<file path="config.mk">
export PLATFORM = sky130hd
export DESIGN_NAME = thruster_mixer_pwm
export DESIGN_NICKNAME = d
export VERILOG_FILES = /design/src/hw/rtl/tmix_pkg.sv /design/src/hw/rtl/tmix_front.sv /design/src/hw/rtl/tmix_queue.sv /design/src/hw/rtl/tmix_back.sv /design/src/hw/rtl/thruster_mixer_pwm.sv
export VERILOG_INCLUDE_DIRS = /design/src /design/src/hw/rtl
export SDC_FILE = /design/constraint.sdc
export NUM_CORES = 1
export LEC_CHECK = 0
export BUFFER_PORTS_ARGS = -buffer_cell sky130_fd_sc_hd__clkbuf_2
export CORE_MARGIN = 2
export CORE_UTILIZATION = 30
export CTS_BUF_LIST = sky130_fd_sc_hd__clkbuf_16
export CTS_CLUSTER_DIAMETER = 120
export DETAILED_ROUTE_END_ITERATION = 10
export GPL_TIMING_DRIVEN = 0
export PLACE_DENSITY = 0.47
export REMOVE_ABC_BUFFERS = 1
export SLEW_MARGIN = 30
export SYNTH_ARGS = -nofsm -noshare
export SYNTH_HDL_FRONTEND = slang
export SYNTH_SLANG_ARGS = --single-unit
</file>
<file path="constraint.sdc">
create_clock -name clk_i -period 6.96 [get_ports clk_i]
set_input_delay 1.392 -clock clk_i [delete_from_list [all_inputs] [get_ports clk_i]]
set_output_delay 1.392 -clock clk_i [all_outputs]
set_load 0.02 [all_outputs]
</file>
<file path="src/hw/rtl/thruster_mixer_pwm_assert.svh">
// Assertion macros used by the thruster mixer back end (tmix_back).
`ifndef THRUSTER_MIXER_PWM_ASSERT_SVH
`define THRUSTER_MIXER_PWM_ASSERT_SVH

// Checks prop at every rising clock edge outside reset.
`define TMIX_ASSERT(lbl, prop, msg) \
  lbl: assert property (@(posedge clk_i) disable iff (!rst_ni) (prop)) else $error(msg);

// Checks that cond is never true outside reset.
`define TMIX_ASSERT_NEVER(lbl, cond, msg) \
  lbl: assert property (@(posedge clk_i) disable iff (!rst_ni) !(cond)) else $error(msg);

`endif

</file>
<file path="src/hw/rtl/tmix_pkg.sv">
package tmix_pkg;

  localparam int unsigned AXIS_W      = 8;
  localparam int unsigned VAL_W       = 10;
  localparam int unsigned PULSE_W     = 16;
  localparam int unsigned CENTER_W    = 12;
  localparam int unsigned GAIN_W      = 4;
  localparam int unsigned CFG_IDX_W   = 2;
  localparam int unsigned CFG_DATA_W  = 12;
  localparam int unsigned NUM_H       = 4;
  localparam int unsigned NUM_V       = 3;
  localparam int unsigned NUM_OUT     = NUM_H + NUM_V;
  localparam int unsigned QUEUE_DEPTH = 2;

  localparam logic [CENTER_W-1:0] CENTER_RESET = 12'd1500;
  localparam logic [GAIN_W-1:0]   GAIN_RESET   = 4'd5;

  // Magnitude thresholds where the integer divisor H/100 reaches 2 and 3.
  localparam logic [VAL_W-2:0] DIV2_FLOOR = 9'd200;
  localparam logic [VAL_W-2:0] DIV3_FLOOR = 9'd300;

  // Reciprocal of three, exact for magnitudes below 512.
  localparam logic [7:0] RECIP3       = 8'd171;
  localparam int unsigned RECIP3_SHIFT = 9;

  // One bit per thruster and axis: set where the axis enters negated.
  // Axis order is surge, sway, yaw.
  localparam logic [NUM_H-1:0][2:0] MIX_NEG = '{
    3'b001, // thruster four: -surge, +sway, +yaw
    3'b100, // thruster three: +surge, +sway, -yaw
    3'b111, // thruster two: -surge, -sway, -yaw
    3'b010  // thruster one: +surge, -sway, +yaw
  };

  typedef enum logic [CFG_IDX_W-1:0] {
    CFG_CENTER = 2'd0,
    CFG_GAIN   = 2'd1
  } cfg_idx_e;

  typedef enum logic [1:0] {
    DIV_BY1 = 2'd0,
    DIV_BY2 = 2'd1,
    DIV_BY3 = 2'd2
  } div_e;

  typedef logic signed [VAL_W-1:0] val_t;

  typedef struct packed {
    val_t [NUM_H-1:0] h;
    val_t [NUM_V-1:0] v;
    div_e             div;
  } item_t;

  typedef struct packed {
    logic [CENTER_W-1:0] center;
    logic [GAIN_W-1:0]   gain;
  } cfg_t;

endpackage

</file>
<file path="src/hw/rtl/tmix_front.sv">
module tmix_front (
  input  logic signed [tmix_pkg::AXIS_W-1:0] surge_cmd_i,
  input  logic signed [tmix_pkg::AXIS_W-1:0] sway_cmd_i,
  input  logic signed [tmix_pkg::AXIS_W-1:0] yaw_cmd_i,
  input  logic signed [tmix_pkg::AXIS_W-1:0] heave_cmd_i,
  output tmix_pkg::item_t                   item_o
);
  import tmix_pkg::*;

  val_t [2:0]           axis;
  val_t [NUM_H-1:0]     sum;
  logic [VAL_W-2:0]     mag [NUM_H];
  logic [VAL_W-2:0]     max01;
  logic [VAL_W-2:0]     max23;
  logic [VAL_W-2:0]     highest;
  val_t                 heave_neg;
  val_t                 heave_adj;

  assign axis[0] = VAL_W'(surge_cmd_i);
  assign axis[1] = VAL_W'(sway_cmd_i);
  assign axis[2] = VAL_W'(yaw_cmd_i);

  always_comb begin
    for (int i = 0; i < NUM_H; i++) begin
      sum[i] = '0;
      for (int k = 0; k < 3; k++) begin
        if (MIX_NEG[i][k]) begin
          sum[i] = sum[i] - axis[k];
        end else begin
          sum[i] = sum[i] + axis[k];
        end
      end
      mag[i] = sum[i][VAL_W-1] ? (VAL_W-1)'(-sum[i]) : sum[i][VAL_W-2:0];
    end
  end

  assign max01   = (mag[0] > mag[1]) ? mag[0] : mag[1];
  assign max23   = (mag[2] > mag[3]) ? mag[2] : mag[3];
  assign highest = (max01 > max23) ? max01 : max23;

  // Halving truncates toward zero, so negative values are biased by one first.
  assign heave_neg = -VAL_W'(heave_cmd_i);
  assign heave_adj = heave_neg + VAL_W'(heave_neg[VAL_W-1]);

  always_comb begin
    item_o.h = sum;
    item_o.v[0] = {heave_adj[VAL_W-1], heave_adj[VAL_W-1:1]};
    item_o.v[1] = {heave_adj[VAL_W-1], heave_adj[VAL_W-1:1]};
    item_o.v[2] = heave_neg;
    if (highest >= DIV3_FLOOR) begin
      item_o.div = DIV_BY3;
    end else if (highest >= DIV2_FLOOR) begin
      item_o.div = DIV_BY2;
    end else begin
      item_o.div = DIV_BY1;
    end
  end

endmodule

</file>
<file path="src/hw/rtl/tmix_queue.sv">
module tmix_queue #(
  parameter int unsigned Depth = tmix_pkg::QUEUE_DEPTH
) (
  input  logic            clk_i,
  input  logic            rst_ni,
  input  logic            push_i,
  input  tmix_pkg::item_t item_i,
  output logic            full_o,
  output logic            valid_o,
  output tmix_pkg::item_t item_o
);
  import tmix_pkg::*;

  localparam int unsigned PtrW = (Depth > 1) ? $clog2(Depth) : 1;
  localparam int unsigned CntW = $clog2(Depth + 1);

  item_t            mem_q [Depth];
  logic [PtrW-1:0]  wr_ptr_q, wr_ptr_d;
  logic [PtrW-1:0]  rd_ptr_q, rd_ptr_d;
  logic [CntW-1:0]  count_q, count_d;
  logic             pop;

  assign full_o  = (count_q == CntW'(Depth));
  assign valid_o = (count_q != '0);
  assign item_o  = mem_q[rd_ptr_q];
  // The back end never stalls, so whatever is queued leaves right away.
  assign pop     = valid_o;

  always_comb begin
    wr_ptr_d = wr_ptr_q;
    rd_ptr_d = rd_ptr_q;
    count_d  = count_q;
    if (push_i) begin
      wr_ptr_d = (wr_ptr_q == PtrW'(Depth - 1)) ? '0 : wr_ptr_q + 1'b1;
    end
    if (pop) begin
      rd_ptr_d = (rd_ptr_q == PtrW'(Depth - 1)) ? '0 : rd_ptr_q + 1'b1;
    end
    if (push_i && !pop) begin
      count_d = count_q + 1'b1;
    end else if (pop && !push_i) begin
      count_d = count_q - 1'b1;
    end
  end

  always_ff @(posedge clk_i or negedge rst_ni) begin
    if (!rst_ni) begin
      wr_ptr_q <= '0;
      rd_ptr_q <= '0;
      count_q  <= '0;
    end else begin
      wr_ptr_q <= wr_ptr_d;
      rd_ptr_q <= rd_ptr_d;
      count_q  <= count_d;
    end
  end

  always_ff @(posedge clk_i) begin
    if (push_i) begin
      mem_q[wr_ptr_q] <= item_i;
    end
  end

endmodule

</file>
<file path="src/hw/rtl/tmix_back.sv">
module tmix_back (
  input  logic                                    clk_i,
  input  logic                                    rst_ni,
  input  logic                                    valid_i,
  input  tmix_pkg::item_t                         item_i,
  input  tmix_pkg::cfg_t                          cfg_i,
  output logic                                    done_o,
  output logic [tmix_pkg::NUM_OUT-1:0][tmix_pkg::PULSE_W-1:0] pulse_o
);
  import tmix_pkg::*;

  `include "thruster_mixer_pwm_assert.svh"

  localparam int unsigned MagW  = VAL_W - 1;
  localparam int unsigned ProdW = MagW + 8;

  logic                                 val_valid_q;
  val_t [NUM_OUT-1:0]                   val_q, val_d;
  logic                                 done_q;
  logic [NUM_OUT-1:0][PULSE_W-1:0]      pulse_q, pulse_d;

  logic [MagW-1:0]  mag  [NUM_H];
  logic [MagW-1:0]  quot [NUM_H];
  logic [ProdW-1:0] prod [NUM_H];

  // First stage: divide each horizontal sum by 1, 2 or 3 on its magnitude; pass the vertical values through.
  always_comb begin
    for (int i = 0; i < NUM_H; i++) begin
      mag[i]  = item_i.h[i][VAL_W-1] ? MagW'(-item_i.h[i]) : item_i.h[i][MagW-1:0];
      prod[i] = ProdW'(mag[i]) * ProdW'(RECIP3);
      case (item_i.div)
        DIV_BY1: quot[i] = mag[i];
        DIV_BY2: quot[i] = mag[i] >> 1;
        DIV_BY3: quot[i] = MagW'(prod[i] >> RECIP3_SHIFT);
        default: quot[i] = mag[i];
      endcase
      val_d[i] = item_i.h[i][VAL_W-1] ? -VAL_W'(quot[i]) : VAL_W'(quot[i]);
    end
    for (int j = 0; j < NUM_V; j++) begin
      val_d[NUM_H + j] = item_i.v[j];
    end
  end

  // Second stage: scale and offset; the low 16 bits of the two's complement
  // product equal those of the unsigned one.
  always_comb begin
    logic [PULSE_W-1:0]   ext;
    logic [2*PULSE_W-1:0] scaled;
    for (int i = 0; i < NUM_OUT; i++) begin
      ext        = {{(PULSE_W - VAL_W){val_q[i][VAL_W-1]}}, val_q[i]};
      scaled     = (2*PULSE_W)'(ext) * (2*PULSE_W)'(cfg_i.gain);
      pulse_d[i] = scaled[PULSE_W-1:0] + PULSE_W'(cfg_i.center);
    end
  end

  always_ff @(posedge clk_i or negedge rst_ni) begin
    if (!rst_ni) begin
      val_valid_q <= 1'b0;
      done_q      <= 1'b0;
    end else begin
      val_valid_q <= valid_i;
      done_q      <= val_valid_q;
    end
  end

  always_ff @(posedge clk_i) begin
    val_q   <= val_d;
    pulse_q <= pulse_d;
  end

  assign done_o  = done_q;
  assign pulse_o = pulse_q;

  `TMIX_ASSERT(queued_item_taken, valid_i |=> val_valid_q, "queued item not taken by back end")
  `TMIX_ASSERT(scaled_item_out, val_valid_q |=> done_o, "divided item did not reach the output")
  `TMIX_ASSERT(done_has_source, done_o |-> $past(val_valid_q), "result strobe without a source item")

endmodule

</file>
<file path="src/hw/rtl/thruster_mixer_pwm.sv">
// Channel   Handshake                       Payload
// command   start_i / busy_o                surge_cmd_i, sway_cmd_i, yaw_cmd_i, heave_cmd_i
// result    done_o (one-cycle strobe)       pulse_h1_o..pulse_h4_o, pulse_v1_o..pulse_v3_o
// config    cfg_valid_i / cfg_ready_o       cfg_index_i, cfg_data_i
//
// A frame is taken at any edge with start_i high and busy_o low, one per cycle.
// Its result is strobed on done_o once it has passed the pipeline: the divider works on the
// queue head and its result is registered, then the gain multiplier works on that value and
// the pulse widths are registered together with done_o, where the receiver takes the word.
// The receiver cannot stall, so the queue drains every cycle and busy_o stays low.
// Reset clears the queue and pipeline valids and loads center 1500 and gain 5.
module thruster_mixer_pwm #(
  parameter int unsigned QueueDepth = tmix_pkg::QUEUE_DEPTH
) (
  input  logic                                clk_i,
  input  logic                                rst_ni,
  input  logic                                start_i,
  output logic                                busy_o,
  input  logic signed [tmix_pkg::AXIS_W-1:0]  surge_cmd_i,
  input  logic signed [tmix_pkg::AXIS_W-1:0]  sway_cmd_i,
  input  logic signed [tmix_pkg::AXIS_W-1:0]  yaw_cmd_i,
  input  logic signed [tmix_pkg::AXIS_W-1:0]  heave_cmd_i,
  input  logic                                cfg_valid_i,
  output logic                                cfg_ready_o,
  input  logic [tmix_pkg::CFG_IDX_W-1:0]      cfg_index_i,
  input  logic [tmix_pkg::CFG_DATA_W-1:0]     cfg_data_i,
  output logic                                done_o,
  output logic [tmix_pkg::PULSE_W-1:0]        pulse_h1_o,
  output logic [tmix_pkg::PULSE_W-1:0]        pulse_h2_o,
  output logic [tmix_pkg::PULSE_W-1:0]        pulse_h3_o,
  output logic [tmix_pkg::PULSE_W-1:0]        pulse_h4_o,
  output logic [tmix_pkg::PULSE_W-1:0]        pulse_v1_o,
  output logic [tmix_pkg::PULSE_W-1:0]        pulse_v2_o,
  output logic [tmix_pkg::PULSE_W-1:0]        pulse_v3_o
);
  import tmix_pkg::*;

  item_t                            front_item;
  item_t                            queue_item;
  logic                             queue_valid;
  logic                             queue_full;
  logic                             accept;
  cfg_t                             cfg_q, cfg_d;
  logic [NUM_OUT-1:0][PULSE_W-1:0]  pulse;

  assign accept      = start_i && !queue_full;
  assign busy_o      = queue_full;
  assign cfg_ready_o = 1'b1;

  always_comb begin
    cfg_d = cfg_q;
    if (cfg_valid_i) begin
      if (cfg_index_i == CFG_CENTER) begin
        cfg_d.center = cfg_data_i[CENTER_W-1:0];
      end else if (cfg_index_i == CFG_GAIN) begin
        cfg_d.gain = cfg_data_i[GAIN_W-1:0];
      end
    end
  end

  always_ff @(posedge clk_i or negedge rst_ni) begin
    if (!rst_ni) begin
      cfg_q.center <= CENTER_RESET;
      cfg_q.gain   <= GAIN_RESET;
    end else begin
      cfg_q <= cfg_d;
    end
  end

  tmix_front u_front (
    .surge_cmd_i (surge_cmd_i),
    .sway_cmd_i  (sway_cmd_i),
    .yaw_cmd_i   (yaw_cmd_i),
    .heave_cmd_i (heave_cmd_i),
    .item_o      (front_item)
  );

  tmix_queue #(
    .Depth (QueueDepth)
  ) u_queue (
    .clk_i   (clk_i),
    .rst_ni  (rst_ni),
    .push_i  (accept),
    .item_i  (front_item),
    .full_o  (queue_full),
    .valid_o (queue_valid),
    .item_o  (queue_item)
  );

  tmix_back u_back (
    .clk_i   (clk_i),
    .rst_ni  (rst_ni),
    .valid_i (queue_valid),
    .item_i  (queue_item),
    .cfg_i   (cfg_q),
    .done_o  (done_o),
    .pulse_o (pulse)
  );

  assign pulse_h1_o = pulse[0];
  assign pulse_h2_o = pulse[1];
  assign pulse_h3_o = pulse[2];
  assign pulse_h4_o = pulse[3];
  assign pulse_v1_o = pulse[4];
  assign pulse_v2_o = pulse[5];
  assign pulse_v3_o = pulse[6];

endmodule

</file>
=== After elaboration in Yosys (flattened, before gate mapping) ===
Memory sizes are Yosys's and may differ from the RTL's.
Cells that the tools add are included.
Widths: inputs -> output; s select.

* Register bits after elaboration: 204
* RAM bits: 144
* Bits of input ports: 50
* Output and inout bits: 115
* Word-level logic and storage cells: 119
* Memories kept: 1

{| class="wikitable"
|+ Memory list
! memory !! words !! width !! read ports !! clocked after Yosys merged registers in !! wr ports !! line !! source
|-
| u_queue.mem_q || 2 || 72 || 1 || 0 || 1 || tmix_queue.sv:17 || <nowiki>item_t mem_q [Depth];</nowiki>
|}

* $add $sub $neg: 34
* Multipliers: 11
* Order comparisons: 5
* Equal/unequal tests: 4
* Mux-type cells: 27
* Bitwise operators: 1
* Reductions and logical operators: 11

{| class="wikitable"
|+ Operators with widths
! operator !! number
|-
| $mux 9 || 15
|-
| $add 16x12->16 || 7
|-
| $mul 16x4->16 || 7
|-
| $neg 9->9 || 8
|-
| $pmux 9 s2 || 4
|-
| $mul 9x8->17 const B || 4
|-
| $neg 9->10 || 4
|-
| $gt 9x9->1 || 3
|-
| $add 9x8->10 || 2
|-
| $sub 9x8->10 || 2
|-
| $add 10x1->10 || 1
|-
| $add 10x8->10 || 1
|-
| $neg 8->10 || 1
|-
| $sub 10x8->10 || 1
|-
| $add 8x8->9 || 1
|-
| $ge 9x8->1 const B || 1
|-
| $ge 9x9->1 const B || 1
|-
| $sub 1x8->9 const A || 1
|-
| $sub 8x8->9 || 1
|-
| $mux 2 || 3
|-
| $mux 1 || 5
|-
| $eq 2x1->1 const B || 2
|-
| $eq 2x2->1 const B || 2
|-
| $reduce_bool 2->1 || 2
|-
| 9 further kinds || 14
|}

=== Longest topological paths before layout ===
* Word-level depth: 12
* Gate-level depth with buffers: 34
* Mapped depth without buffers: 34

=== By module ===
A second synthesis with hierarchy kept.

* Cell total of the unflattened synthesis: 3266
* Area, all modules: 33205.6 µm²

{| class="wikitable"
|+ Modules (own cells, without submodules)
! module !! times used !! cells each !! area an instance (µm²) !! seq. area each (µm²)
|-
| tmix_back || 1 || 2360 || 21997.3 || 3693.5
|-
| tmix_queue || 1 || 240 || 5731.7 || 4424.2
|-
| tmix_front || 1 || 628 || 4829.6 || 0.0
|-
| thruster_mixer_pwm || 1 || 38 || 646.9 || 411.6
|}

=== Least setup slack after synthesis ===
No wires, ideal clock.

* Path type: input -> register
* Start point: input surge_cmd_i[3] (netlist name)
* End point: memory u_queue.mem_q[0][1] (netlist name), data pin
* Library setup time: 0.258 ns
* Data arrival time: 8.038 ns
* Data required time: 6.702 ns
* Setup slack: -1.336 ns
* Stages: 31
* Path buffers: 2
* Path through: inv_1 nand3_1 nor3_1 xnor2_1 fa_1 inv_1 ha_1 or3b_1 o221ai_1 or3b_1 buf_2 or4_4 o31ai_4 xor2_1 ha_1 nand4_1 a21oi_1 o31ai_1 clkbuf_1 mux2i_1 inv_1 ha_1 nand3_1 o21ai_0 a21oi_1 o21ai_0 o31ai_1 inv_1 nor2_1 o41a_1 o21a_1

{| class="wikitable"
|+ RTL lines
! what !! line !! source
|-
| from (decl) || thruster_mixer_pwm.sv:19 || <nowiki>input logic signed [tmix_pkg::AXIS_W-1:0] surge_cmd_i,</nowiki>
|-
| to (decl) || tmix_queue.sv:17 ||
|}

==> reports/metrics.yaml <==
outcome: "complete, but fails checks"
violations: "setup timing"
setup_violations: 4
endpoint_kind: "flop"
slew_violations: 0
grt_usage: 0.139
final_cell_area_um2: 34800
io_buffers: 163
pin_count: 165
critPathKind: "input pin to flop"
die_y_um: 318
grt_max_degree: 61
core-area_um2: 98000
arrival_ns: 7.69
synth_area_per_cell_um2: 9.87
start_util: 0.302
place_ws_ns: -2.74
synth.distinct_cells: 89
placed_cell_area_um2: 32000
cts_htree_levels: 2
drt_first_pass_iters: 5
nets: 3941
setup_ws_ns: -0.424
vias_per_cell: 4.64
cts_tree: "yes"
tns_ns: -1.57
ys_seq_elements: 295
wl_mm: 70.8
slowest_delay_ns: 0.51
cts.clk_slew.worst_paths_ns: 0.06
syn_area_um2: 29600
ant_nets: 0
fillers: 9966
clk_latency_ns: 0.58
ctsHoldBuffers: 0
gp_congestion: 0.821
wl_per_cell_um: 15.6
n_antenna_cell: 0
hpwl_mm: 55.2
overflow: 0
worst_pin_slew_ns: 0.868
clock-sinks: 295
fin_crit_sh: 1.06
hp-class: "flop to flop"
fin_crit_ns: 7.38
rsz0062_at_grt: "yes"
fmax_ghz: 0.135
critical_path.top_delay_family: "compound AO/OA/AOI/OAI gates"
fin_skew_ns: 0.0328
ys.flop_type: "dfxtp_1"
cp_max_fo: 8
worst-path-buf-inv: 5
core.rowCount: 115
syn_inst: 2998
critPathMostFrequentCell: "a21oi_2"
mostFrequentLayoutCells: "inv_1, ha_1, fa_1"
die_x_um: 318
yosysWarningCount: 0
relSlewSlack: 0.422
start_kind: "input pin"
async_reset_ff_frac: 0.0746
hold_viol: 0
cts_made_buffers: 38
drt_iter0_drc: 934
layout_commonest_cell: "inv_1"
cts_root_buf: "clkbuf_16"
maxCapViolCount: 0
grt_pass1_wl_mm: 113
synth_edf_count: 118
syn_to_final_growth_pct: 17.7
critPathSlowestCell: "fa_1"
grt_pass1_vias: 21200
vias: 21000
drc: 0
antenna_found_initial: 0
seq_area_frac_synth: 0.244
die_area_um2: 101000
cp.required_ns: 7.27
drive_gt1_frac: 0.166
clk_path_buf_depth: 3
==> state kept, by name, summed over array words and instances, names as in the netlist <==
signal and flops:
u_back.done_o 1, u_back.val_q 59, u_back.val_valid_q 1, u_queue.count_q 2, u_queue.wr_ptr_q 1, u_queue.rd_ptr_q 1, u_back.pulse_o 96, u_queue.mem_q 118
cfg_q 16
==> per-layer routing <==
metal / share of wire / GRT usage / vias to the layer above
met5: 0 / 0 / -
met3: 0.028 / 0.0158 / 71
met1: 0.47 / 0.185 / 10200
li1: - / - / 10500
met2: 0.48 / 0.241 / 283
met4: 0.018 / 0.0303 / 0
==> logic make-up after synthesis <==
logic type | share of synthesized area
AO/OA/AOI/OAI | 0.112
XOR/XNOR | 0.0669
adder cells (fa/ha/maj) | 0.361
buffers and inverters | 0.0710
flip-flops | 0.244
multiplexers | 0.0351
other | 0.000127
AND/OR/NAND/NOR | 0.110
==> metrics by stage <==
step                      hold slack, ns   util  std cells
after floorplan                    0.331      -       2921
after global placement             0.335  0.323       4371
after detailed placement           0.335  0.326       4382
after CTS                          0.353  0.349       4502
after global routing               0.359  0.355       4526
final                              0.352  0.355       4526
==> synthesized netlist by cell type, types with 6 or more instances <==
cell / number / area [um^2]
xnor2_1: 158 / 1380
o31a_1: 7 / 61.3
buf_4: 19 / 143
and3_1: 16 / 100
mux2i_1: 55 / 551
nand3_1: 26 / 130
a21oi_1: 129 / 646
or3_1: 9 / 56.3
a211oi_1: 14 / 105
nor3b_1: 15 / 113
nand2_1: 237 / 890
ha_1: 396 / 4950
nand2b_1: 21 / 131
xor2_1: 68 / 596
and2_1: 107 / 669
o31ai_1: 8 / 60.1
nand3b_1: 6 / 45.0
o22ai_1: 7 / 43.8
o211ai_1: 16 / 120
fa_1: 286 / 5730
a221oi_1: 10 / 87.6
a31oi_1: 15 / 93.8
mux2_2: 42 / 473
o21ai_1: 41 / 205
o21a_1: 20 / 150
dfrtp_1: 13 / 325
nor3_1: 58 / 290
o21ai_0: 55 / 275
nor2_1: 112 / 420
edfxtp_1: 118 / 3540
inv_1: 456 / 1710
o21bai_1: 37 / 278
dfxtp_1: 155 / 3100
nor2b_1: 19 / 119
a31o_2: 10 / 87.6
buf_2: 8 / 40.0
a22oi_1: 11 / 82.6
clkbuf_1: 49 / 184
dfstp_2: 9 / 236
a21o_1: 45 / 338
nand4_1: 10 / 62.6
==> final cells by class <==
cell class                 count  area [um^2]  share of cell area
sequential                   295         7230               0.208
clock buffer                  38          951              0.0273
clock inverter                32          320             0.00920
tap                         1287         1610              0.0463
multi-input combinational   2165        21200               0.608
inverter                     461         1750              0.0501
timing repair buffer         248         1780              0.0511
==> timing repair <==
item,4_1_cts,5_1_grt
pin swaps,50,53
cloned,0,2
setup endpoints to repair,36,22
gates resized for setup,118,62
setup buffers,50,22
==> worst paths after layout <==
kind	startpoint	to	slack [ns]	depth (start not counted)
max	surge_cmd_i[1]	u_queue.mem_q[1][1]$_DFFE_PP_	-0.42	33
min	u_back.val_valid_q$_DFF_PN0_	u_back.done_o$_DFF_PN0_	0.35	0
max reg2reg	u_queue.rd_ptr_q$_DFFE_PN0P_	u_back.val_q[17]$_DFF_P_	0.39	25
min reg2reg	u_back.val_valid_q$_DFF_PN0_	u_back.done_o$_DFF_PN0_	0.35	0
max in group asynchronous	rst_ni	cfg_q[1]$_DFFE_PN0P_	5.71	1
min in group asynchronous	rst_ni	cfg_q[9]$_DFFE_PN0P_	0.82	1
Power is not shown: default switching activity piles up to over one toggle a cycle in this logic, so the estimate is an artifact.
